--- src/rtl/assert_macros.svh ---
// Assertion macros used by the top-level RTL file of the vector argmax block.
`ifndef ASSERT_MACROS_SVH
`define ASSERT_MACROS_SVH

// A condition that must hold at every clock edge outside reset.
`define BVDA_ASSERT_ALWAYS(label, expr) \
    label: assert property (@(posedge aclk) disable iff (!aresetn) (expr)) \
        else $error("%m: invariant violated");

// A condition in one cycle that must be followed by another in the next cycle.
`define BVDA_ASSERT_NEXT(label, ante, cons) \
    label: assert property (@(posedge aclk) disable iff (!aresetn) (ante) |=> (cons)) \
        else $error("%m: next-cycle check failed");

`endif

--- src/rtl/bvda_pkg.sv ---
// Types and constants for the best coefficient vector argmax block.
`timescale 1ns / 1ps

package bvda_pkg;

    // Number of vectors the index can name; later vectors saturate at the top index.
    localparam int MAX_VECTORS = 1024;
    localparam int IDX_W       = $clog2(MAX_VECTORS);

    // Q16.16 operand and 48-bit saturating accumulator widths.
    localparam int DATA_W = 32;
    localparam int ACC_W  = 48;
    localparam int LEN_W  = 5;

    // Reset value of the vector length register.
    localparam logic [LEN_W-1:0] LEN_RESET = LEN_W'(2);

    // One input request: a vector element and its witness coordinate.
    typedef struct packed {
        logic signed [DATA_W-1:0] coefficient;
        logic signed [DATA_W-1:0] witness_value;
        logic                     last_in_set;
    } bvda_in_t;

    // One result request: best vector index and value for a set.
    typedef struct packed {
        logic        [IDX_W-1:0] best_index;
        logic signed [ACC_W-1:0] best_value;
        logic                    index_overflow;
    } bvda_out_t;

endpackage

--- src/rtl/best_vector_dot_argmax_top.sv ---
// Top level of the best coefficient vector argmax block (dot product plus constant).
// A set-closing request passes the input and product registers into the result register.
// Throughput: one input request per cycle; the stream stalls only when a set-closing
// request finds the result register still held by an untaken result.
// The stages are input register, registered multiplier, and accumulate/compare state.
// Reset (aresetn low at a clock edge) empties the pipeline, clears the set and sets length 2.
`timescale 1ns / 1ps
`include "assert_macros.svh"

module best_vector_dot_argmax_top
    import bvda_pkg::*;
#(
    parameter int MAX_DIM = 16
) (
    input  logic             aclk,
    input  logic             aresetn,
    input  logic             cfg_valid,
    output logic             cfg_ready,
    input  logic [LEN_W-1:0] cfg_vector_length,
    input  logic             s_valid,
    output logic             s_ready,
    input  bvda_in_t         s_data,
    output logic             m_valid,
    input  logic             m_ready,
    output bvda_out_t        m_data
);

    // Element counter and length compare widths follow the largest vector length.
    localparam int PW = (MAX_DIM > 1) ? $clog2(MAX_DIM) : 1;
    localparam int CW = $clog2(MAX_DIM + 1);
    localparam int LW = (CW > LEN_W) ? CW : LEN_W;
    localparam int PROD_W = 2 * DATA_W;

    localparam logic signed [ACC_W-1:0] ACC_MAX = {1'b0, {(ACC_W-1){1'b1}}};
    localparam logic signed [ACC_W-1:0] ACC_MIN = {1'b1, {(ACC_W-1){1'b0}}};
    localparam logic [IDX_W-1:0] IDX_TOP = IDX_W'(MAX_VECTORS - 1);

    // Saturate a 49-bit sum to the signed 48-bit range.
    function automatic logic signed [ACC_W-1:0] sat48(input logic signed [ACC_W:0] s);
        logic signed [ACC_W-1:0] r;
        if (s[ACC_W] != s[ACC_W-1]) begin
            r = s[ACC_W] ? ACC_MIN : ACC_MAX;
        end else begin
            r = s[ACC_W-1:0];
        end
        return r;
    endfunction

    // Configuration register.
    logic [LEN_W-1:0] len_reg;

    // Input stage.
    logic     in_valid_reg;
    bvda_in_t in_data_reg;

    // Product stage.
    logic                     pr_valid_reg;
    logic signed [DATA_W-1:0] pr_coef_reg;
    logic signed [ACC_W-1:0]  pr_prod_reg;
    logic                     pr_last_reg;

    // Set state.
    logic signed [ACC_W-1:0] acc_reg, acc_next;
    logic [PW-1:0]           elem_reg, elem_next;
    logic [IDX_W-1:0]        vec_reg, vec_next;
    logic signed [ACC_W-1:0] best_reg, best_next;
    logic [IDX_W-1:0]        best_pos_reg, best_pos_next;
    logic                    first_reg, first_next;
    logic                    ovf_reg, ovf_next;

    // Result register.
    logic      m_valid_reg;
    bvda_out_t m_data_reg;

    // Handshake and datapath wires.
    logic                     out_free;
    logic                     st_fire;
    logic                     pr_ready;
    logic                     in_ready;
    logic signed [PROD_W-1:0] prod_full;
    logic [LW-1:0]            len_ext;
    logic [LW-1:0]            len_eff;
    logic [LW-1:0]            elem_inc;
    logic                     is_const;
    logic signed [ACC_W:0]    sum_const;
    logic signed [ACC_W:0]    sum_mac;
    logic signed [ACC_W-1:0]  vec_value;
    logic                     take;

    // Flow control: a request leaves the state stage unless it closes a set
    // while the result register is still full.
    assign out_free  = !m_valid_reg || m_ready;
    assign st_fire   = pr_valid_reg && (!pr_last_reg || out_free);
    assign pr_ready  = !pr_valid_reg || st_fire;
    assign in_ready  = !in_valid_reg || pr_ready;
    assign s_ready   = in_ready;
    assign cfg_ready = 1'b1;
    assign m_valid   = m_valid_reg;
    assign m_data    = m_data_reg;

    // Configuration write.
    always_ff @(posedge aclk) begin
        if (!aresetn) begin
            len_reg <= LEN_RESET;
        end else if (cfg_valid && cfg_ready) begin
            len_reg <= cfg_vector_length;
        end
    end

    // Input register.
    always_ff @(posedge aclk) begin
        if (!aresetn) begin
            in_valid_reg <= 1'b0;
        end else if (in_ready) begin
            in_valid_reg <= s_valid;
        end
    end

    always_ff @(posedge aclk) begin
        if (in_ready && s_valid) begin
            in_data_reg <= s_data;
        end
    end

    // Full product, floored to Q32.16 (16 fraction bits) by dropping the low 16 bits.
    assign prod_full = $signed(in_data_reg.coefficient) * $signed(in_data_reg.witness_value);

    always_ff @(posedge aclk) begin
        if (!aresetn) begin
            pr_valid_reg <= 1'b0;
        end else if (pr_ready) begin
            pr_valid_reg <= in_valid_reg;
        end
    end

    always_ff @(posedge aclk) begin
        if (pr_ready && in_valid_reg) begin
            pr_coef_reg <= in_data_reg.coefficient;
            pr_prod_reg <= prod_full[PROD_W-1:16];
            pr_last_reg <= in_data_reg.last_in_set;
        end
    end

    // Effective vector length: zero counts as one, and it is capped at MAX_DIM.
    assign len_ext  = LW'(len_reg);
    assign len_eff  = (len_ext == '0) ? LW'(1) :
                      (len_ext > LW'(MAX_DIM)) ? LW'(MAX_DIM) : len_ext;
    assign elem_inc = LW'(elem_reg) + LW'(1);
    assign is_const = (elem_inc >= len_eff) || pr_last_reg;

    // Constant term closes the vector; other elements add their product.
    assign sum_const = {acc_reg[ACC_W-1], acc_reg}
                     + {{(ACC_W + 1 - DATA_W){pr_coef_reg[DATA_W-1]}}, pr_coef_reg};
    assign sum_mac   = {acc_reg[ACC_W-1], acc_reg} + {pr_prod_reg[ACC_W-1], pr_prod_reg};
    assign vec_value = sat48(sum_const);
    assign take      = first_reg || (vec_value >= best_reg);

    // Next set state for the request in the state stage.
    always_comb begin
        acc_next      = acc_reg;
        elem_next     = elem_reg;
        vec_next      = vec_reg;
        best_next     = best_reg;
        best_pos_next = best_pos_reg;
        first_next    = first_reg;
        ovf_next      = ovf_reg;
        if (st_fire) begin
            if (pr_last_reg) begin
                // The set ends: everything returns to its cleared value.
                acc_next      = '0;
                elem_next     = '0;
                vec_next      = '0;
                best_next     = '0;
                best_pos_next = '0;
                first_next    = 1'b1;
                ovf_next      = 1'b0;
            end else if (is_const) begin
                if (take) begin
                    best_next     = vec_value;
                    best_pos_next = vec_reg;
                end
                first_next = 1'b0;
                acc_next   = '0;
                elem_next  = '0;
                if (vec_reg < IDX_TOP) begin
                    vec_next = vec_reg + IDX_W'(1);
                end else begin
                    ovf_next = 1'b1;
                end
            end else begin
                acc_next  = sat48(sum_mac);
                elem_next = elem_reg + PW'(1);
            end
        end
    end

    always_ff @(posedge aclk) begin
        if (!aresetn) begin
            acc_reg      <= '0;
            elem_reg     <= '0;
            vec_reg      <= '0;
            best_reg     <= '0;
            best_pos_reg <= '0;
            first_reg    <= 1'b1;
            ovf_reg      <= 1'b0;
        end else begin
            acc_reg      <= acc_next;
            elem_reg     <= elem_next;
            vec_reg      <= vec_next;
            best_reg     <= best_next;
            best_pos_reg <= best_pos_next;
            first_reg    <= first_next;
            ovf_reg      <= ovf_next;
        end
    end

    // Result register: loaded by the request that closes the set.
    always_ff @(posedge aclk) begin
        if (!aresetn) begin
            m_valid_reg <= 1'b0;
        end else if (st_fire && pr_last_reg) begin
            m_valid_reg <= 1'b1;
        end else if (m_ready) begin
            m_valid_reg <= 1'b0;
        end
    end

    always_ff @(posedge aclk) begin
        if (st_fire && pr_last_reg) begin
            m_data_reg.best_index     <= take ? vec_reg : best_pos_reg;
            m_data_reg.best_value     <= take ? vec_value : best_reg;
            m_data_reg.index_overflow <= ovf_reg;
        end
    end

    // A closed set leaves the state cleared for the next one.
    `BVDA_ASSERT_NEXT(a_set_cleared, st_fire && pr_last_reg, first_reg && (vec_reg == '0) && (acc_reg == '0))
    // A closed set always puts a result in the result register.
    `BVDA_ASSERT_NEXT(a_result_loaded, st_fire && pr_last_reg, m_valid_reg)
    // Overflow only occurs once the vector index has saturated.
    `BVDA_ASSERT_ALWAYS(a_ovf_saturated, !ovf_reg || (vec_reg == IDX_TOP))
    // The best vector never lies ahead of the current vector index.
    `BVDA_ASSERT_ALWAYS(a_best_behind, first_reg || (best_pos_reg <= vec_reg))

endmodule

--- config.mk ---
export PLATFORM = sky130hd
export DESIGN_NAME = best_vector_dot_argmax_top
export DESIGN_NICKNAME = d
export VERILOG_FILES = /design/src/rtl/bvda_pkg.sv /design/src/rtl/best_vector_dot_argmax_top.sv
export VERILOG_INCLUDE_DIRS = /design/src /design/src/rtl
export SDC_FILE = /design/constraint.sdc
export NUM_CORES = 2
export LEC_CHECK = 0
export ABC_AREA = 0
export BUFFER_PORTS_ARGS = -buffer_cell sky130_fd_sc_hd__buf_2
export CORE_UTILIZATION = 60
export DETAILED_ROUTE_END_ITERATION = 10
export PLACE_DENSITY = 0.77
export REMOVE_ABC_BUFFERS = 1
export SYNTH_ARGS = -nofsm -noshare
export SYNTH_HDL_FRONTEND = slang
export SYNTH_SLANG_ARGS = --single-unit
--- constraint.sdc ---
create_clock -name aclk -period 15.2 [get_ports aclk]
set_clock_uncertainty 0.05 [all_clocks]
set_input_delay 1.52 -clock aclk [delete_from_list [all_inputs] [get_ports aclk]]
set_output_delay 1.52 -clock aclk [all_outputs]
set_load 0.005 [all_outputs]
After elaboration in Yosys (flattened, before gate mapping)
Index checks and enable logic that the tools add are counted. W data, S select, Z words.

Reductions and logical operators: 21. Order comparisons: 4. $add $sub $neg: 5. Multipliers: 1. Equal/unequal tests: 3. Muxes and demuxes: 26.

Operator list (number): $mux W48 (9); $mul A32 B32 Y64 (1); $mux W10 (6); $add A48 B32 Y49 (1); $add A48 B48 Y49 (1); $ge A48 B48 Y1 (1); $add A10 B1 Y10 const B (1); $lt A10 B10 Y1 const B (1); $mux W5 (2); $mux W4 (2); $mux W1 (7); $logic_or A1 B1 Y1 (6); $reduce_and A3 Y1 (2); $reduce_bool A2 Y1 (3); $add A4 B1 Y5 const B (1); $ge A5 B5 Y1 (1); $gt A5 B5 Y1 const B (1); $logic_not A5 Y1 (1); $add A4 B1 Y4 const B (1); $logic_and A1 B1 Y1 (4); $logic_not A1 Y1 (4); $ne A1 B1 Y1 (2); $ne A2 B2 Y1 const B (1); $reduce_and A2 Y1 (1).

Flip-flop bits (word level): 335. Input bits: 75. Output and inout bits: 62.

Depth between registers and ports, before layout
Word-level depth: 8. Gate-level depth with buffers: 31. Mapped depth without buffers: 28.

Worst setup path before layout
Ideal clock, no wire load.

Path kind: flip-flop to flip-flop. Start point: register in_data_reg[64] in the netlist's numbering. End point: register pr_prod_reg[41], data pin. Cell stages (with the launch flop): 25. Arrival: 7592 ps. Required time: 14891 ps. Setup time: 259 ps. Setup slack: 7299 ps. Cells stage by stage: edfxtp_1 > clkbuf_1 > nand2_1 > inv_1 > fa_1 > fa_1 > fa_1 > fa_1 > inv_1 > fa_1 > inv_1 > fa_1 > fa_1 > fa_1 > ha_1 > a21o_1 > a21o_1 > a21o_1 > a21o_1 > a21oi_1 > o31a_1 > nand2_1 > a311o_1 > a21oi_1 > xnor2_1.

Cells in the longest elaborated chain, start to end: 1.

Ends and longest elaborated chain: from (decl) (line best_vector_dot_argmax_top.sv:54) `bvda_in_t in_data_reg;`; from (signal assigned) (line best_vector_dot_argmax_top.sv:121) `in_data_reg <= s_data;`; $mul A32 B32 Y64 (line best_vector_dot_argmax_top.sv:126) `assign prod_full = $signed(in_data_reg.coefficient) * $signed(in_data_reg.witness_value);`; net prod_full[57] (line best_vector_dot_argmax_top.sv:80) `logic signed [PROD_W-1:0] prod_full;`; to (signal assigned) (line best_vector_dot_argmax_top.sv:139) `pr_prod_reg <= prod_full[PROD_W-1:16];`; to (decl) (line best_vector_dot_argmax_top.sv:59) `logic signed [ACC_W-1:0] pr_prod_reg;`.

The timed path passes the listed nets, and every way through them passes these cells. A chain may end at the register's enable or synchronous reset.

Worst setup path after layout
Start point: register in_data_reg[64] in the netlist's numbering. End point: register pr_prod_reg[47], data pin.

The elaborated chain is that of the path after synthesis.

==> results.json <==
{
  "status": "finished, violations left",
  "violations": "DRC",
  "fin_crit_sh": 0.5981,
  "min_path_cells": 0,
  "synth.avg_cell_area_sq_um": 9.946,
  "tightest_slew_ps": 1075,
  "synthMuxAreaShare": 0.01243,
  "critical_path_required_ps": 15500,
  "r2r_cells": 23,
  "multi_input_area_sq_um": 39800,
  "die_w_microns": 300.5,
  "cts_setup_buffers": 0,
  "clk_path_buf_depth": 3,
  "vias": 37960,
  "grt_overflow": 0,
  "routed_wl_microns": 134700,
  "antenna_found_initial": 1,
  "antennaDiodeCount": 0,
  "nets": 6863,
  "numPortBuffers": 135,
  "initial_utilization": 0.6050,
  "synth_top_family_by_area": "adder cells",
  "synth_top_area_cell": "fa_1",
  "layout.cells.most_common": "fa_1",
  "fmax_mhz": 110.0,
  "critPathArrivalTime_ps": 9390,
  "num_rows": 109,
  "die_h_microns": 300.5,
  "maxCapViolCount": 0,
  "area_delta_synth_final_pct": 5.932,
  "clk_root_buffer_cell": "clkbuf_16",
  "die_area_sq_um": 90310,
  "io_pins": 137,
  "ctsResizeCount": 0,
  "worstSetupPathType": "flip-flop to flip-flop",
  "grt_use_total": 0.3127,
  "async_reset_ff_frac": 0,
  "hold_viol_final": 0,
  "grt_pass1_wl_microns": 219500,
  "drive_above_1_share": 0.07052,
  "fin_crit_ps": 9091,
  "grt_max_degree": 80,
  "cts.sinks": 335,
  "gp_congestion": 0.9498,
  "cts_tree": "done",
  "synth_area_sq_um": 53470,
  "clock_latency_ps": 620,
  "end_kind": "flip-flop",
  "rrSetupSlack_ps": 6110,
  "synthDistinctLibCells": 79,
  "first_pass_iters": 9,
  "synth-compound-area-share": 0.08749,
  "synth-simple-area-share": 0.1364,
  "cp_max_fo": 15,
  "largest_reg_flops": 65,
  "postCtsHoldBufs": 0,
  "synth_cells": 5376,
  "ys_warn_count": 0,
  "synth_seq_area_share": 0.1638,
  "synth-edff-count": 205,
  "setup_viol": 0,
  "cts_buffers": 40,
  "antenna_left": 0,
  "synth_area_leaders": "fa_1 (41%), edfxtp_1 (12%), ha_1 (7.8%)",
  "grt_pass1_vias": 40490,
  "htree_levels": 2,
  "first_iter_violations": 2759,
  "synth-xor-area-share": 0.02392,
  "clkTransAtPathRegs_ps": 60,
  "rsz0062_at_grt": "false",
  "synth_top_area_share": 0.4055,
  "ys_ff_latch": 335,
  "ff_latch_area_sq_um": 8758,
  "drv_slew": 0,
  "slew_headroom": 0.2831,
  "yosys.area_share.adder": 0.4834,
  "nFillCells": 7045,
  "routed_via_density": 5.780,
  "final_cell_mix": "fa_1 (1083), inv_1 (1044), nand2_1 (600)",
  "hold_class": "flip-flop to flip-flop",
  "crit_path_start_kind": "flip-flop",
  "tns_ps": 0,
  "synth-main-ff-cell": "edfxtp_1",
  "wl_per_cell_microns": 20.51,
  "post-route-drc-count": 2,
  "dp_hpwl_microns": 100800,
  "design.core.area_sq_um": 88370,
  "holdWs_ps": 385.0
}
[worst max-delay path, stage by stage, from the launching register on]
cell	delay [ps]
edfxtp_1	840
nand2_1	190
inv_1	160
fa_1	460
fa_1	500
fa_1	810
fa_1	1030
inv_1	410
fa_1	600
inv_1	60
fa_1	560
fa_1	440
fa_1	470
ha_1	370
a21o_1	130
a21o_1	110
a21o_1	120
a21o_1	110
a21oi_1	60
o31a_1	140
a2111oi_0	640
nor2_1	120
a211o_1	290
xnor2_1	130
[Yosys cell counts (all sizes together), types with 23 or more instances]
library cell  count
inv            1044
a21oi           147
xnor2            71
o21ai           126
nor3             24
mux2             51
clkbuf          236
a21o             88
and3             25
nand4            36
nor2            107
ha              333
and2            525
nand2           601
dfxtp           130
nor2b            52
nand3            24
a22o             49
a221o            50
edfxtp          205
fa             1083
a211oi           34
o21a             23
xor2             75
[worst paths after layout]
kind / startpoint / to
max: in_data_reg[64] / pr_prod_reg[47]
min: in_data_reg[0] / pr_last_reg
max reg2reg: in_data_reg[64] / pr_prod_reg[47]
min reg2reg: in_data_reg[0] / pr_last_reg
[stage by stage]
step	cell area, sq um	cells	worst slack [ps]	util
after floorplan	52440	5118	4629	-
after global placement	55190	6495	6209	0.6245
after detailed placement	55190	6495	6123	0.6245
after CTS	56640	6568	6078	0.6409
after global routing	56640	6568	5650	0.6409
final	56640	6568	6109	0.6409
[per-layer routing]
| metal | vias to the layer above | GRT usage | wire length [microns] |
|---|---|---|---|
| li1 | 16770 | - | - |
| met1 | 19260 | 0.4202 | 55250 |
| met2 | 1614 | 0.5108 | 63500 |
| met3 | 320 | 0.05310 | 10390 |
| met4 | 2 | 0.1181 | 5582 |
| met5 | - | 0 | 13 |
[cells by family after synthesis]
logic type	Yosys count
and+or+nand+nor	1452
adders and majority gates	1416
buffers and inverters	1302
AOI/OAI and AO/OA	664
DFF	335
xor gates and xnor gates	146
muxes	60
other	1
[area by class of cell]
class | instances | area share
Timing Repair Buffer | 212 | 0.02213
Sequential cell | 335 | 0.1546
Multi-Input combinational cell | 3739 | 0.7028
Clock buffer | 47 | 0.01924
Tap cell | 1165 | 0.02574
Inverter | 1044 | 0.06919
Clock inverter | 26 | 0.006318
Power is not shown: default switching activity piles up to over one toggle a cycle in this logic, so the estimate is an artifact.
